## config.mk

```make
export PLATFORM = sky130hd
export DESIGN_NAME = dual_format_frame_receiver_core
export DESIGN_NICKNAME = d
export VERILOG_FILES = /design/src/hw/rtl/drfr_pkg.sv /design/src/hw/rtl/dual_format_frame_receiver_core.sv /design/src/hw/rtl/drfr_ram.sv /design/src/hw/rtl/drfr_dp.sv /design/src/hw/rtl/drfr_ctrl.sv
export SDC_FILE = /design/constraint.sdc
export NUM_CORES = 1
export LEC_CHECK = 0
export BUFFER_PORTS_ARGS = -buffer_cell sky130_fd_sc_hd__clkbuf_2
export CAP_MARGIN = 20
export CORE_UTILIZATION = 28
export CTS_CLUSTER_SIZE = 28
export DETAILED_ROUTE_END_ITERATION = 16
export PLACE_DENSITY = 0.53
export SLEW_MARGIN = 5
export SYNTH_ARGS = -nofsm -noshare
export SYNTH_HDL_FRONTEND = slang
export SYNTH_HIERARCHICAL = 1
export SYNTH_SLANG_ARGS = --single-unit
```

## constraint.sdc

```tcl
create_clock -name clk -period 6.9 [get_ports clk]
set_input_delay 0.345 -clock clk [delete_from_list [all_inputs] [get_ports clk]]
set_output_delay 0.345 -clock clk [all_outputs]
set_load 0.005 [all_outputs]
```

## src/hw/rtl/drfr_pkg.sv

```systemverilog
// ----------------------------------------------------------------------------
// drfr_pkg
// Shared constants, codes and controller/datapath interface types of the
// dual-format frame receiver.
// ----------------------------------------------------------------------------
package drfr_pkg;

	localparam int FRAME_DEPTH = 64;
	localparam int CAP_RESULTS = 64;
	localparam int ADDR_W      = $clog2(FRAME_DEPTH);
	localparam int CNT_W       = 7;
	localparam int CFG_IDX_W   = 3;
	localparam int LIMIT_CAP   = (FRAME_DEPTH < CAP_RESULTS) ? FRAME_DEPTH : CAP_RESULTS;

	// Configuration register indexes.
	typedef enum logic [CFG_IDX_W-1:0] {
		REG_BIN_HEAD_FIRST  = 3'd0,
		REG_BIN_HEAD_SECOND = 3'd1,
		REG_BIN_TAIL_FIRST  = 3'd2,
		REG_BIN_TAIL_SECOND = 3'd3,
		REG_TEXT_HEAD       = 3'd4,
		REG_TEXT_TAIL_FIRST = 3'd5,
		REG_TEXT_TAIL_SEC   = 3'd6,
		REG_MAX_FRAME_LEN   = 3'd7
	} cfg_reg_t;

	// Result status codes.
	localparam logic [1:0] ST_OK       = 2'd0;
	localparam logic [1:0] ST_HEAD_ERR = 2'd1;
	localparam logic [1:0] ST_TAIL_ERR = 2'd2;

	// Frame kinds.
	localparam logic KIND_BIN  = 1'b0;
	localparam logic KIND_TEXT = 1'b1;

	// Frame store read address selection.
	typedef enum logic [2:0] {
		RD_ONE,
		RD_TWO,
		RD_LEN3,
		RD_LEN4,
		RD_WORD_HI,
		RD_WORD_LO,
		RD_SCAN_NEXT,
		RD_CHAR
	} rd_sel_t;

	// Kind of result loaded into the output register.
	typedef enum logic [1:0] {
		EM_ERR,
		EM_EMPTY,
		EM_WORD,
		EM_CHAR
	} emit_sel_t;

	typedef struct packed {
		logic       open_frame;
		logic       store_byte;
		logic       rd_en;
		rd_sel_t    rd_sel;
		logic       cap_len;
		logic       cap_hi;
		logic       scan_init;
		logic       scan_inc;
		logic       item_init;
		logic       item_text;
		logic       item_inc;
		logic       emit;
		emit_sel_t  emit_sel;
		logic       kind;
		logic [1:0] err_status;
	} dp_cmd_t;

	typedef struct packed {
		logic byte_bin_head;
		logic byte_text_head;
		logic byte_bin_close;
		logic byte_text_close;
		logic overflow;
		logic cnt_lt3;
		logic rd_eq_head2;
		logic rd_eq_tail1;
		logic rd_eq_tail2;
		logic rd_eq_ttail1;
		logic rd_eq_ttail2;
		logic len_fits;
		logic chk_fits;
		logic total_zero;
		logic item_last;
		logic out_free;
	} dp_stat_t;

endpackage

```

## src/hw/rtl/dual_format_frame_receiver_core.sv

```systemverilog
// ----------------------------------------------------------------------------
// dual_format_frame_receiver_core
// Receives bytes, assembles binary or text frames in a frame store, checks
// header and trailer bytes and emits the frame contents as a result burst.
// ----------------------------------------------------------------------------
//  Channel   Direction  Handshake            Payload
//  input     in         in_valid / in_stall  rx_byte
//  result    out        out_valid/out_stall  frame_kind, status, has_data,
//                                            payload, item_count, last
//  config    in         cfg_we               cfg_index, cfg_data
//
// A byte that opens, extends or drops a frame is accepted without a stall.
// A closing byte starts a check that reads the frame store: a binary frame's
// second header byte, length, both trailer bytes and then each word; a text
// frame's end marker scan and then each character. An overflow emits an error.
// Input stalls during the check and burst; output stalls hold the sequence.
// Reset returns the receiver to idle and restores the register defaults.
// ----------------------------------------------------------------------------
module dual_format_frame_receiver_core (
	input  logic                           clk,
	input  logic                           arst_n,
	input  logic                           in_valid,
	output logic                           in_stall,
	input  logic [7:0]                     rx_byte,
	output logic                           out_valid,
	input  logic                           out_stall,
	output logic                           frame_kind,
	output logic [1:0]                     status,
	output logic                           has_data,
	output logic [15:0]                    payload,
	output logic [5:0]                     item_count,
	output logic                           last,
	input  logic                           cfg_we,
	input  logic [drfr_pkg::CFG_IDX_W-1:0] cfg_index,
	input  logic [7:0]                     cfg_data
);
	import drfr_pkg::*;

	dp_cmd_t  cmd;
	dp_stat_t stat;

	drfr_ctrl u_ctrl (
		.clk      (clk),
		.arst_n   (arst_n),
		.in_valid (in_valid),
		.in_stall (in_stall),
		.stat     (stat),
		.cmd      (cmd)
	);

	drfr_dp u_dp (
		.clk        (clk),
		.arst_n     (arst_n),
		.cfg_we     (cfg_we),
		.cfg_index  (cfg_index),
		.cfg_data   (cfg_data),
		.rx_byte    (rx_byte),
		.cmd        (cmd),
		.stat       (stat),
		.out_stall  (out_stall),
		.out_valid  (out_valid),
		.frame_kind (frame_kind),
		.status     (status),
		.has_data   (has_data),
		.payload    (payload),
		.item_count (item_count),
		.last       (last)
	);

endmodule

```

## src/hw/rtl/drfr_ram.sv

```systemverilog
// ----------------------------------------------------------------------------
// drfr_ram
// Generic single-write, single-read RAM with a registered read port.
// ----------------------------------------------------------------------------
module drfr_ram #(
	parameter int WIDTH = 8,
	parameter int DEPTH = 64
) (
	input  logic                     clk,
	input  logic                     we,
	input  logic [$clog2(DEPTH)-1:0] waddr,
	input  logic [WIDTH-1:0]         wdata,
	input  logic                     re,
	input  logic [$clog2(DEPTH)-1:0] raddr,
	output logic [WIDTH-1:0]         rdata
);

	logic [WIDTH-1:0] mem_q [DEPTH];

	always_ff @(posedge clk) begin
		if (we) begin
			mem_q[waddr] <= wdata;
		end
		if (re) begin
			rdata <= mem_q[raddr];
		end
	end

endmodule

```

## src/hw/rtl/drfr_dp.sv

```systemverilog
// ----------------------------------------------------------------------------
// drfr_dp
// Datapath: configuration registers, byte counter, frame store, check
// registers, item counters and the output register.
// ----------------------------------------------------------------------------
module drfr_dp (
	input  logic                           clk,
	input  logic                           arst_n,
	input  logic                           cfg_we,
	input  logic [drfr_pkg::CFG_IDX_W-1:0] cfg_index,
	input  logic [7:0]                     cfg_data,
	input  logic [7:0]                     rx_byte,
	input  drfr_pkg::dp_cmd_t              cmd,
	output drfr_pkg::dp_stat_t             stat,
	input  logic                           out_stall,
	output logic                           out_valid,
	output logic                           frame_kind,
	output logic [1:0]                     status,
	output logic                           has_data,
	output logic [15:0]                    payload,
	output logic [5:0]                     item_count,
	output logic                           last
);
	import drfr_pkg::*;

	logic [7:0]       bin_head_first_q, bin_head_second_q, bin_tail_first_q, bin_tail_second_q;
	logic [7:0]       text_head_q, text_tail_first_q, text_tail_second_q;
	logic [CNT_W-1:0] max_frame_len_q;

	logic [CNT_W-1:0] cnt_q, cnt_next, limit;
	logic [7:0]       len_q, hi_q;
	logic [CNT_W-1:0] p_q;
	logic [5:0]       j_q, total_q;
	logic             out_valid_q;

	logic              ram_we;
	logic [ADDR_W-1:0] ram_waddr, ram_raddr;
	logic [7:0]        rdata;
	logic [8:0]        addr_full;

	// Configuration registers.
	always_ff @(posedge clk or negedge arst_n) begin
		if (!arst_n) begin
			bin_head_first_q   <= 8'hFF;
			bin_head_second_q  <= 8'hAA;
			bin_tail_first_q   <= 8'h55;
			bin_tail_second_q  <= 8'hFE;
			text_head_q        <= 8'h40;
			text_tail_first_q  <= 8'h24;
			text_tail_second_q <= 8'h23;
			max_frame_len_q    <= 7'd64;
		end else if (cfg_we) begin
			unique case (cfg_reg_t'(cfg_index))
				REG_BIN_HEAD_FIRST:  bin_head_first_q   <= cfg_data;
				REG_BIN_HEAD_SECOND: bin_head_second_q  <= cfg_data;
				REG_BIN_TAIL_FIRST:  bin_tail_first_q   <= cfg_data;
				REG_BIN_TAIL_SECOND: bin_tail_second_q  <= cfg_data;
				REG_TEXT_HEAD:       text_head_q        <= cfg_data;
				REG_TEXT_TAIL_FIRST: text_tail_first_q  <= cfg_data;
				REG_TEXT_TAIL_SEC:   text_tail_second_q <= cfg_data;
				REG_MAX_FRAME_LEN:   max_frame_len_q    <= cfg_data[CNT_W-1:0];
				default:             max_frame_len_q    <= max_frame_len_q;
			endcase
		end
	end

	assign cnt_next = (cnt_q == {CNT_W{1'b1}}) ? cnt_q : cnt_q + 7'd1;
	assign limit    = (max_frame_len_q > CNT_W'(LIMIT_CAP)) ? CNT_W'(LIMIT_CAP) : max_frame_len_q;

	// Byte counter and per-frame check registers.
	always_ff @(posedge clk or negedge arst_n) begin
		if (!arst_n) begin
			cnt_q   <= '0;
			p_q     <= '0;
			j_q     <= '0;
			total_q <= '0;
		end else begin
			if (cmd.open_frame) begin
				cnt_q <= 7'd1;
			end else if (cmd.store_byte) begin
				cnt_q <= cnt_next;
			end
			if (cmd.scan_init) begin
				p_q <= 7'd1;
			end else if (cmd.scan_inc) begin
				p_q <= p_q + 7'd1;
			end
			if (cmd.item_init) begin
				j_q     <= '0;
				total_q <= cmd.item_text ? 6'(p_q - 7'd1) : len_q[6:1];
			end else if (cmd.item_inc) begin
				j_q <= j_q + 6'd1;
			end
		end
	end

	always_ff @(posedge clk) begin
		if (cmd.cap_len) begin
			len_q <= rdata;
		end
		if (cmd.cap_hi) begin
			hi_q <= rdata;
		end
	end

	// Frame store.
	assign ram_we    = cmd.open_frame ||
		(cmd.store_byte && ({2'b00, cnt_q} < 9'(FRAME_DEPTH)));
	assign ram_waddr = cmd.open_frame ? '0 : cnt_q[ADDR_W-1:0];

	always_comb begin
		unique case (cmd.rd_sel)
			RD_ONE:       addr_full = 9'd1;
			RD_TWO:       addr_full = 9'd2;
			RD_LEN3:      addr_full = {1'b0, rdata} + 9'd3;
			RD_LEN4:      addr_full = {1'b0, len_q} + 9'd4;
			RD_WORD_HI:   addr_full = {2'b00, j_q, 1'b0} + 9'd3;
			RD_WORD_LO:   addr_full = {2'b00, j_q, 1'b0} + 9'd4;
			RD_SCAN_NEXT: addr_full = {2'b00, p_q} + 9'd1;
			RD_CHAR:      addr_full = {3'b000, j_q} + 9'd1;
			default:      addr_full = 9'd1;
		endcase
	end
	assign ram_raddr = addr_full[ADDR_W-1:0];

	drfr_ram #(
		.WIDTH(8),
		.DEPTH(FRAME_DEPTH)
	) u_store (
		.clk   (clk),
		.we    (ram_we),
		.waddr (ram_waddr),
		.wdata (rx_byte),
		.re    (cmd.rd_en),
		.raddr (ram_raddr),
		.rdata (rdata)
	);

	// Status toward the controller.
	always_comb begin
		stat.byte_bin_head   = (rx_byte == bin_head_first_q);
		stat.byte_text_head  = (rx_byte == text_head_q);
		stat.byte_bin_close  = (rx_byte == bin_tail_second_q);
		stat.byte_text_close = (rx_byte == text_tail_second_q);
		stat.overflow        = (cnt_next >= limit);
		stat.cnt_lt3         = (cnt_q < 7'd3);
		stat.rd_eq_head2     = (rdata == bin_head_second_q);
		stat.rd_eq_tail1     = (rdata == bin_tail_first_q);
		stat.rd_eq_tail2     = (rdata == bin_tail_second_q);
		stat.rd_eq_ttail1    = (rdata == text_tail_first_q);
		stat.rd_eq_ttail2    = (rdata == text_tail_second_q);
		stat.len_fits        = (({1'b0, rdata} + 9'd4) < {2'b00, cnt_q});
		stat.chk_fits        = (({1'b0, p_q} + 8'd1) < {1'b0, cnt_q});
		stat.total_zero      = (total_q == '0);
		stat.item_last       = (({1'b0, j_q} + 7'd1) == {1'b0, total_q});
		stat.out_free        = !out_valid_q || !out_stall;
	end

	// Output register.
	always_ff @(posedge clk or negedge arst_n) begin
		if (!arst_n) begin
			out_valid_q <= 1'b0;
		end else if (cmd.emit) begin
			out_valid_q <= 1'b1;
		end else if (!out_stall) begin
			out_valid_q <= 1'b0;
		end
	end

	always_ff @(posedge clk) begin
		if (cmd.emit) begin
			frame_kind <= cmd.kind;
			unique case (cmd.emit_sel)
				EM_ERR: begin
					status     <= cmd.err_status;
					has_data   <= 1'b0;
					payload    <= '0;
					item_count <= '0;
					last       <= 1'b1;
				end
				EM_EMPTY: begin
					status     <= ST_OK;
					has_data   <= 1'b0;
					payload    <= '0;
					item_count <= '0;
					last       <= 1'b1;
				end
				EM_WORD: begin
					status     <= ST_OK;
					has_data   <= 1'b1;
					payload    <= {hi_q, rdata};
					item_count <= total_q;
					last       <= stat.item_last;
				end
				EM_CHAR: begin
					status     <= ST_OK;
					has_data   <= 1'b1;
					payload    <= {8'h00, rdata};
					item_count <= total_q;
					last       <= stat.item_last;
				end
				default: begin
					status     <= cmd.err_status;
					has_data   <= 1'b0;
					payload    <= '0;
					item_count <= '0;
					last       <= 1'b1;
				end
			endcase
		end
	end

	assign out_valid = out_valid_q;

endmodule

```

## src/hw/rtl/drfr_ctrl.sv

```systemverilog
// ----------------------------------------------------------------------------
// drfr_ctrl
// Controller: receive mode, frame check sequence and result burst.
// ----------------------------------------------------------------------------
module drfr_ctrl (
	input  logic               clk,
	input  logic               arst_n,
	input  logic               in_valid,
	output logic               in_stall,
	input  drfr_pkg::dp_stat_t stat,
	output drfr_pkg::dp_cmd_t  cmd
);
	import drfr_pkg::*;

	typedef enum logic [4:0] {
		S_IDLE,
		S_RXB,
		S_RXT,
		S_B_GO,
		S_B_HEAD,
		S_B_LEN,
		S_B_T1,
		S_B_T2,
		S_B_START,
		S_B_RD,
		S_B_HI,
		S_B_LO,
		S_T_GO,
		S_T_SCAN,
		S_T_CHK,
		S_T_START,
		S_T_RD,
		S_T_CHAR,
		S_ERR
	} state_t;

	state_t     state_q, state_d;
	logic       err_kind_q, err_kind_d;
	logic [1:0] err_status_q, err_status_d;
	logic       in_fire;

	assign in_stall = !((state_q == S_IDLE) || (state_q == S_RXB) || (state_q == S_RXT));
	assign in_fire  = in_valid && !in_stall;

	always_comb begin
		state_d      = state_q;
		err_kind_d   = err_kind_q;
		err_status_d = err_status_q;
		cmd          = '0;
		cmd.rd_sel   = RD_ONE;
		cmd.emit_sel = EM_ERR;
		cmd.kind     = err_kind_q;
		cmd.err_status = err_status_q;

		unique case (state_q)
			S_IDLE: begin
				if (in_fire) begin
					if (stat.byte_bin_head) begin
						cmd.open_frame = 1'b1;
						state_d        = S_RXB;
					end else if (stat.byte_text_head) begin
						cmd.open_frame = 1'b1;
						state_d        = S_RXT;
					end
				end
			end
			S_RXB: begin
				if (in_fire) begin
					cmd.store_byte = 1'b1;
					if (stat.byte_bin_close) begin
						state_d = S_B_GO;
					end else if (stat.overflow) begin
						err_kind_d   = KIND_BIN;
						err_status_d = ST_TAIL_ERR;
						state_d      = S_ERR;
					end
				end
			end
			S_RXT: begin
				if (in_fire) begin
					cmd.store_byte = 1'b1;
					if (stat.byte_text_close) begin
						state_d = S_T_GO;
					end else if (stat.overflow) begin
						err_kind_d   = KIND_TEXT;
						err_status_d = ST_TAIL_ERR;
						state_d      = S_ERR;
					end
				end
			end
			S_B_GO: begin
				cmd.rd_en  = 1'b1;
				cmd.rd_sel = RD_ONE;
				state_d    = S_B_HEAD;
			end
			S_B_HEAD: begin
				err_kind_d = KIND_BIN;
				if (!stat.rd_eq_head2) begin
					err_status_d = ST_HEAD_ERR;
					state_d      = S_ERR;
				end else if (stat.cnt_lt3) begin
					err_status_d = ST_TAIL_ERR;
					state_d      = S_ERR;
				end else begin
					cmd.rd_en  = 1'b1;
					cmd.rd_sel = RD_TWO;
					state_d    = S_B_LEN;
				end
			end
			S_B_LEN: begin
				cmd.cap_len = 1'b1;
				if (!stat.len_fits) begin
					err_status_d = ST_TAIL_ERR;
					state_d      = S_ERR;
				end else begin
					cmd.rd_en  = 1'b1;
					cmd.rd_sel = RD_LEN3;
					state_d    = S_B_T1;
				end
			end
			S_B_T1: begin
				if (!stat.rd_eq_tail1) begin
					err_status_d = ST_TAIL_ERR;
					state_d      = S_ERR;
				end else begin
					cmd.rd_en  = 1'b1;
					cmd.rd_sel = RD_LEN4;
					state_d    = S_B_T2;
				end
			end
			S_B_T2: begin
				if (!stat.rd_eq_tail2) begin
					err_status_d = ST_TAIL_ERR;
					state_d      = S_ERR;
				end else begin
					cmd.item_init = 1'b1;
					state_d       = S_B_START;
				end
			end
			S_B_START: begin
				cmd.kind = KIND_BIN;
				if (!stat.total_zero) begin
					state_d = S_B_RD;
				end else if (stat.out_free) begin
					cmd.emit     = 1'b1;
					cmd.emit_sel = EM_EMPTY;
					state_d      = S_IDLE;
				end
			end
			S_B_RD: begin
				cmd.rd_en  = 1'b1;
				cmd.rd_sel = RD_WORD_HI;
				state_d    = S_B_HI;
			end
			S_B_HI: begin
				cmd.cap_hi = 1'b1;
				cmd.rd_en  = 1'b1;
				cmd.rd_sel = RD_WORD_LO;
				state_d    = S_B_LO;
			end
			S_B_LO: begin
				cmd.kind = KIND_BIN;
				if (stat.out_free) begin
					cmd.emit     = 1'b1;
					cmd.emit_sel = EM_WORD;
					cmd.item_inc = 1'b1;
					state_d      = stat.item_last ? S_IDLE : S_B_RD;
				end
			end
			S_T_GO: begin
				cmd.scan_init = 1'b1;
				cmd.rd_en     = 1'b1;
				cmd.rd_sel    = RD_ONE;
				state_d       = S_T_SCAN;
			end
			S_T_SCAN: begin
				err_kind_d   = KIND_TEXT;
				err_status_d = ST_TAIL_ERR;
				// Reads the byte at the scan index; stop at the first end marker.
				if (stat.rd_eq_ttail1) begin
					if (stat.chk_fits) begin
						cmd.rd_en  = 1'b1;
						cmd.rd_sel = RD_SCAN_NEXT;
						state_d    = S_T_CHK;
					end else begin
						state_d = S_ERR;
					end
				end else if (!stat.chk_fits) begin
					state_d = S_ERR;
				end else begin
					cmd.scan_inc = 1'b1;
					cmd.rd_en    = 1'b1;
					cmd.rd_sel   = RD_SCAN_NEXT;
				end
			end
			S_T_CHK: begin
				if (!stat.rd_eq_ttail2) begin
					state_d = S_ERR;
				end else begin
					cmd.item_init = 1'b1;
					cmd.item_text = 1'b1;
					state_d       = S_T_START;
				end
			end
			S_T_START: begin
				cmd.kind = KIND_TEXT;
				if (!stat.total_zero) begin
					state_d = S_T_RD;
				end else if (stat.out_free) begin
					cmd.emit     = 1'b1;
					cmd.emit_sel = EM_EMPTY;
					state_d      = S_IDLE;
				end
			end
			S_T_RD: begin
				cmd.rd_en  = 1'b1;
				cmd.rd_sel = RD_CHAR;
				state_d    = S_T_CHAR;
			end
			S_T_CHAR: begin
				cmd.kind = KIND_TEXT;
				if (stat.out_free) begin
					cmd.emit     = 1'b1;
					cmd.emit_sel = EM_CHAR;
					cmd.item_inc = 1'b1;
					state_d      = stat.item_last ? S_IDLE : S_T_RD;
				end
			end
			S_ERR: begin
				if (stat.out_free) begin
					cmd.emit     = 1'b1;
					cmd.emit_sel = EM_ERR;
					state_d      = S_IDLE;
				end
			end
			default: begin
				state_d = S_IDLE;
			end
		endcase
	end

	always_ff @(posedge clk or negedge arst_n) begin
		if (!arst_n) begin
			state_q      <= S_IDLE;
			err_kind_q   <= KIND_BIN;
			err_status_q <= ST_OK;
		end else begin
			state_q      <= state_d;
			err_kind_q   <= err_kind_d;
			err_status_q <= err_status_d;
		end
	end

	// A result is only loaded into a free output register.
	a_emit_free: assert property (@(posedge clk) disable iff (!arst_n)
		cmd.emit |-> stat.out_free)
		else $error("result loaded into an occupied output register");

	// No byte is taken while a result burst is being produced.
	a_emit_no_input: assert property (@(posedge clk) disable iff (!arst_n)
		cmd.emit |-> in_stall)
		else $error("input accepted during a result burst");

	// Frame store reads never coincide with a byte being stored.
	a_no_rd_on_store: assert property (@(posedge clk) disable iff (!arst_n)
		cmd.rd_en |-> !(cmd.store_byte || cmd.open_frame))
		else $error("frame store read while a byte is written");

	// A data result without a following item ends the burst.
	a_last_ends_burst: assert property (@(posedge clk) disable iff (!arst_n)
		(cmd.emit && (cmd.emit_sel == EM_WORD || cmd.emit_sel == EM_CHAR) &&
		 stat.item_last) |=> (state_q == S_IDLE))
		else $error("burst did not end after its last item");

endmodule
```

==> qor.csv <==
metric,value,unit
Post-synth EDFFs,562,
Top Ports,53,
Starting Density,0.284,
status,"finished, final reports clean",
Hold Path Class,input port to flop,
hold path start,cfg_data[7],
Yosys top cell by area,edfxtp_1,
clk slew on worst S/H paths,0.06,ns
GRT busiest layer,met2,
Critical R2R Capture,u_dp/u_store/rdata[6],
largest family of logic cells by synthesized area,multiplexers,
Die Width,324,um
synthesized instance count,1822,
synthesized-area fraction occupied by adder cells,0.0112,
PortBufs,52,
nets,1940,
Clock Tree Buf Depth,3,
Syn. warnings,6,
post-DP HPWL,51500,um
fin crit share,0.855,
top post-synthesis cells by area,"edfxtp_1, mux4_2, dfrtp_1, xnor2_1, mux2_2",
GRT met3 Usage,0.0258,
Sw Ratio,0.336,
"FF+latch count, synth",660,
crit-path max FO,19,
max reg flops,512,
Startpoint Class,flop,
drt via density,4.95,
# Post-CTS Setup Buffers,0,
Final Hold Viols,0,
initial antenna violation count,3,
DRT Wirelength,76300,um
Largest regs,"u_dp/u_store/mem_q: 512 flops, u_dp/payload: 16 flops",
global-route wire length before repair,114000,um
VDD IR max,0.000167,V
CORE AREA,102000,sq um
post-synthesis mux area share,0.134,
Post-synth ARST share,0.148,
syn_nets,1872,
worst slew pin tran,1.07,ns
Worst Hold Depth,2,
via count,16400,
Core Rows,117,
Max Freq,169,MHz
clk_lat worst skew,0.63,ns
TritonCTS clock tree,yes,
Synth Area in XOR/XNOR,0.0354,
gr usage total,0.144,
Max-Cap Viols,0,
final slew viol count,0,
Critical Path RT,7.27,ns
Comb pwr share,0.327,
clk root buf,clkbuf_16,
vias in the first global route,16600,
Post-DRT Antenna Nets,0,
setup TNS,0,ns
Post-route DRC,0,
Final min period,5.90,ns
register area,19400,sq um
die height,324,um
r2r worst-path depth,25,
Power Total,13.2,mW
post-synthesis compound-gate area fraction,0.0492,
drt initial violations,1649,
net switching power,4.43,mW
syn_area_per_cell,16.0,sq um
Multi-input gate area,9120,sq um
CTS Buf Count,74,
critical path class,flop to flop,
Final setup violation count,0,
met2 usage,0.235,
clock share of power,0.290,
GPL Wtd Cong,0.886,
1st-pass router iterations,6,
top cell type's share of synthesized area,0.580,
share of cells above drive strength 1,0.247,
Layout fillers,9878,
sequential power share,0.384,
Crit. End Element,flop,
largest net degree at the start of global routing,78,
Worst Hold Path EP,u_dp/bin_tail_second_q[7],
area delta synth->final,14.7,%
WP data arrival,6.27,ns
top_reg_cell synth,edfxtp_1,
P per Cell Area,394,nW/um^2
Leak Pwr,10.9,nW
M1 GR Usage,0.196,
gr ovfl total,0,
Simple-Gate Fraction of Synth Area,0.0809,
# diodes,0,
R2R setup slack,1.0,ns
number of library cell types mapped by synthesis,88,
P_int,8.75,mW
RSZ-0062 raised after global routing,false,
"Most flops, register",u_dp/u_store/mem_q,
Sink Count,660,
FF-to-FF Start,u_dp/p_q[0],
H-Tree Depth,3,
DR WL/cell,23.0,um
Die ar.,105000,sq um
Rel. slew slack,0.282,
"Seq/Total Area, Yosys",0.665,
final setup skew,0.0218,ns
PostCTS Resize Cnt,0,
Netlist Area Pre-Place,29100,sq um
layer usage:
layer	routed length (um)	vias to the layer above
met5	33	-
met4	1750	4
met3	4070	124
met2	36700	561
met1	33700	8515
li1	-	7218
cells in the final DEF, fill, tap and decap left out, types with 36 or more instances in the layout:
cell	n
nor2_1	148
xnor2_1	93
a21oi_1	36
nand2_1	69
clkbuf_16	76
dfrtp_1	68
mux2_2	71
mux4_2	125
nand3_1	42
buf_4	50
edfxtp_1	562
clkbuf_2	51
area by class of cell:
class,instances,share of cell area
inverters,25,0.00281
multi-input cells,1022,0.273
repair buffers,107,0.0221
clock buffers,96,0.0598
well taps,1368,0.0512
clock inverters,39,0.0115
flip-flops and latches,660,0.580
power groups by stage:
stage	Combinational [mW]	Clock, mW	Sequential, mW
after floorplan	3.04	0	4.93
after global placement	4.26	0	5.13
final	4.31	3.82	5.06
after detailed placement	4.30	0	5.14
after global routing	4.62	4.06	5.10
after CTS	4.32	3.91	5.06
Yosys cell counts (11+ instances only):
cell and n:
dfstp_2 30, nand3_1 42, nor2_1 148, edfxtp_1 562, a31oi_1 17, xor2_1 22
xnor2_1 93, mux2_2 71, nor2b_1 23, nor3_1 15, ha_1 26, o21ai_0 37
nand2b_1 23, dfrtp_1 68, buf_2 42, o22ai_1 27, and2_1 25, clkbuf_1 44
nand3b_1 12, buf_4 11, inv_1 23, nand4_1 28, mux2i_1 26, a21oi_1 36
mux4_2 125, nand2_1 69
critical path, stage by stage (launching register included):
cell and delay (ns):
dfrtp_1 0.49, ha_1 0.27, nand3_1 0.13, xnor2_1 0.24, ha_1 0.29, a21oi_1 0.15
o21ai_0 0.11, a31oi_1 0.28, and3_1 0.27, a21oi_1 0.06, o31ai_1 0.12, buf_4 0.26
nor2b_1 0.09, nand2_1 0.15, mux2_2 0.36, ha_1 0.24, xor2_1 0.16, nor2_1 0.06
a211oi_1 0.22, a21oi_1 0.12, a2bb2oi_4 0.44, buf_4 0.33, nand2_1 0.19, o221ai_1 0.23
o21ai_0 0.13, a22o_1 0.24
timing repair:
item / 4_1_cts / 5_1_grt
hold endpoints to repair: 21 / 0
hold buffers: 1 / 0
setup endpoints to repair: 0 / 0
logic make-up after synthesis:
logic type,after synthesis
flops,660
simple gates,449
mux,224
fa+ha+maj,26
xor+xnor,116
buf+inv,140
compound gates,207
how the worst max path moves through the flow:
| stage | slack (ns) | start | endpoint | depth (start not counted) |
|---|---|---|---|---|
| CTS | 1.06 | u_dp/p_q[0] | u_dp/u_store/rdata[6] | 25 |
| detailed placement | 1.09 | u_dp/p_q[0] | u_dp/u_store/rdata[6] | 25 |
| finish | 1.0 | u_dp/p_q[0] | u_dp/u_store/rdata[6] | 25 |
| global placement | 1.27 | u_dp/p_q[0] | u_dp/u_store/rdata[1] | 25 |
| global route | 0.32 | u_dp/p_q[0] | u_dp/u_store/rdata[4] | 25 |
| floorplan | 1.86 | u_dp/p_q[0] | u_dp/u_store/rdata[7] | 28 |
stage by stage:
| stage | hold slack, ns | setup slack (ns) | util | cells | area [sq um] |
|---|---|---|---|---|---|
| finish | 0.127 | 0.998 | 0.326 | 3317 | 33400 |
| global route | 0.126 | 0.320 | 0.326 | 3317 | 33400 |
| CTS | 0.0945 | 1.06 | 0.326 | 3314 | 33400 |
| detailed placement | 0.277 | 1.09 | 0.302 | 3178 | 31000 |
| global placement | 0.268 | 1.27 | 0.302 | 3178 | 31000 |
| floorplan | 0.0494 | 1.86 | - | 1822 | 29100 |
No activity file was read; power rests on OpenSTA's default activity.
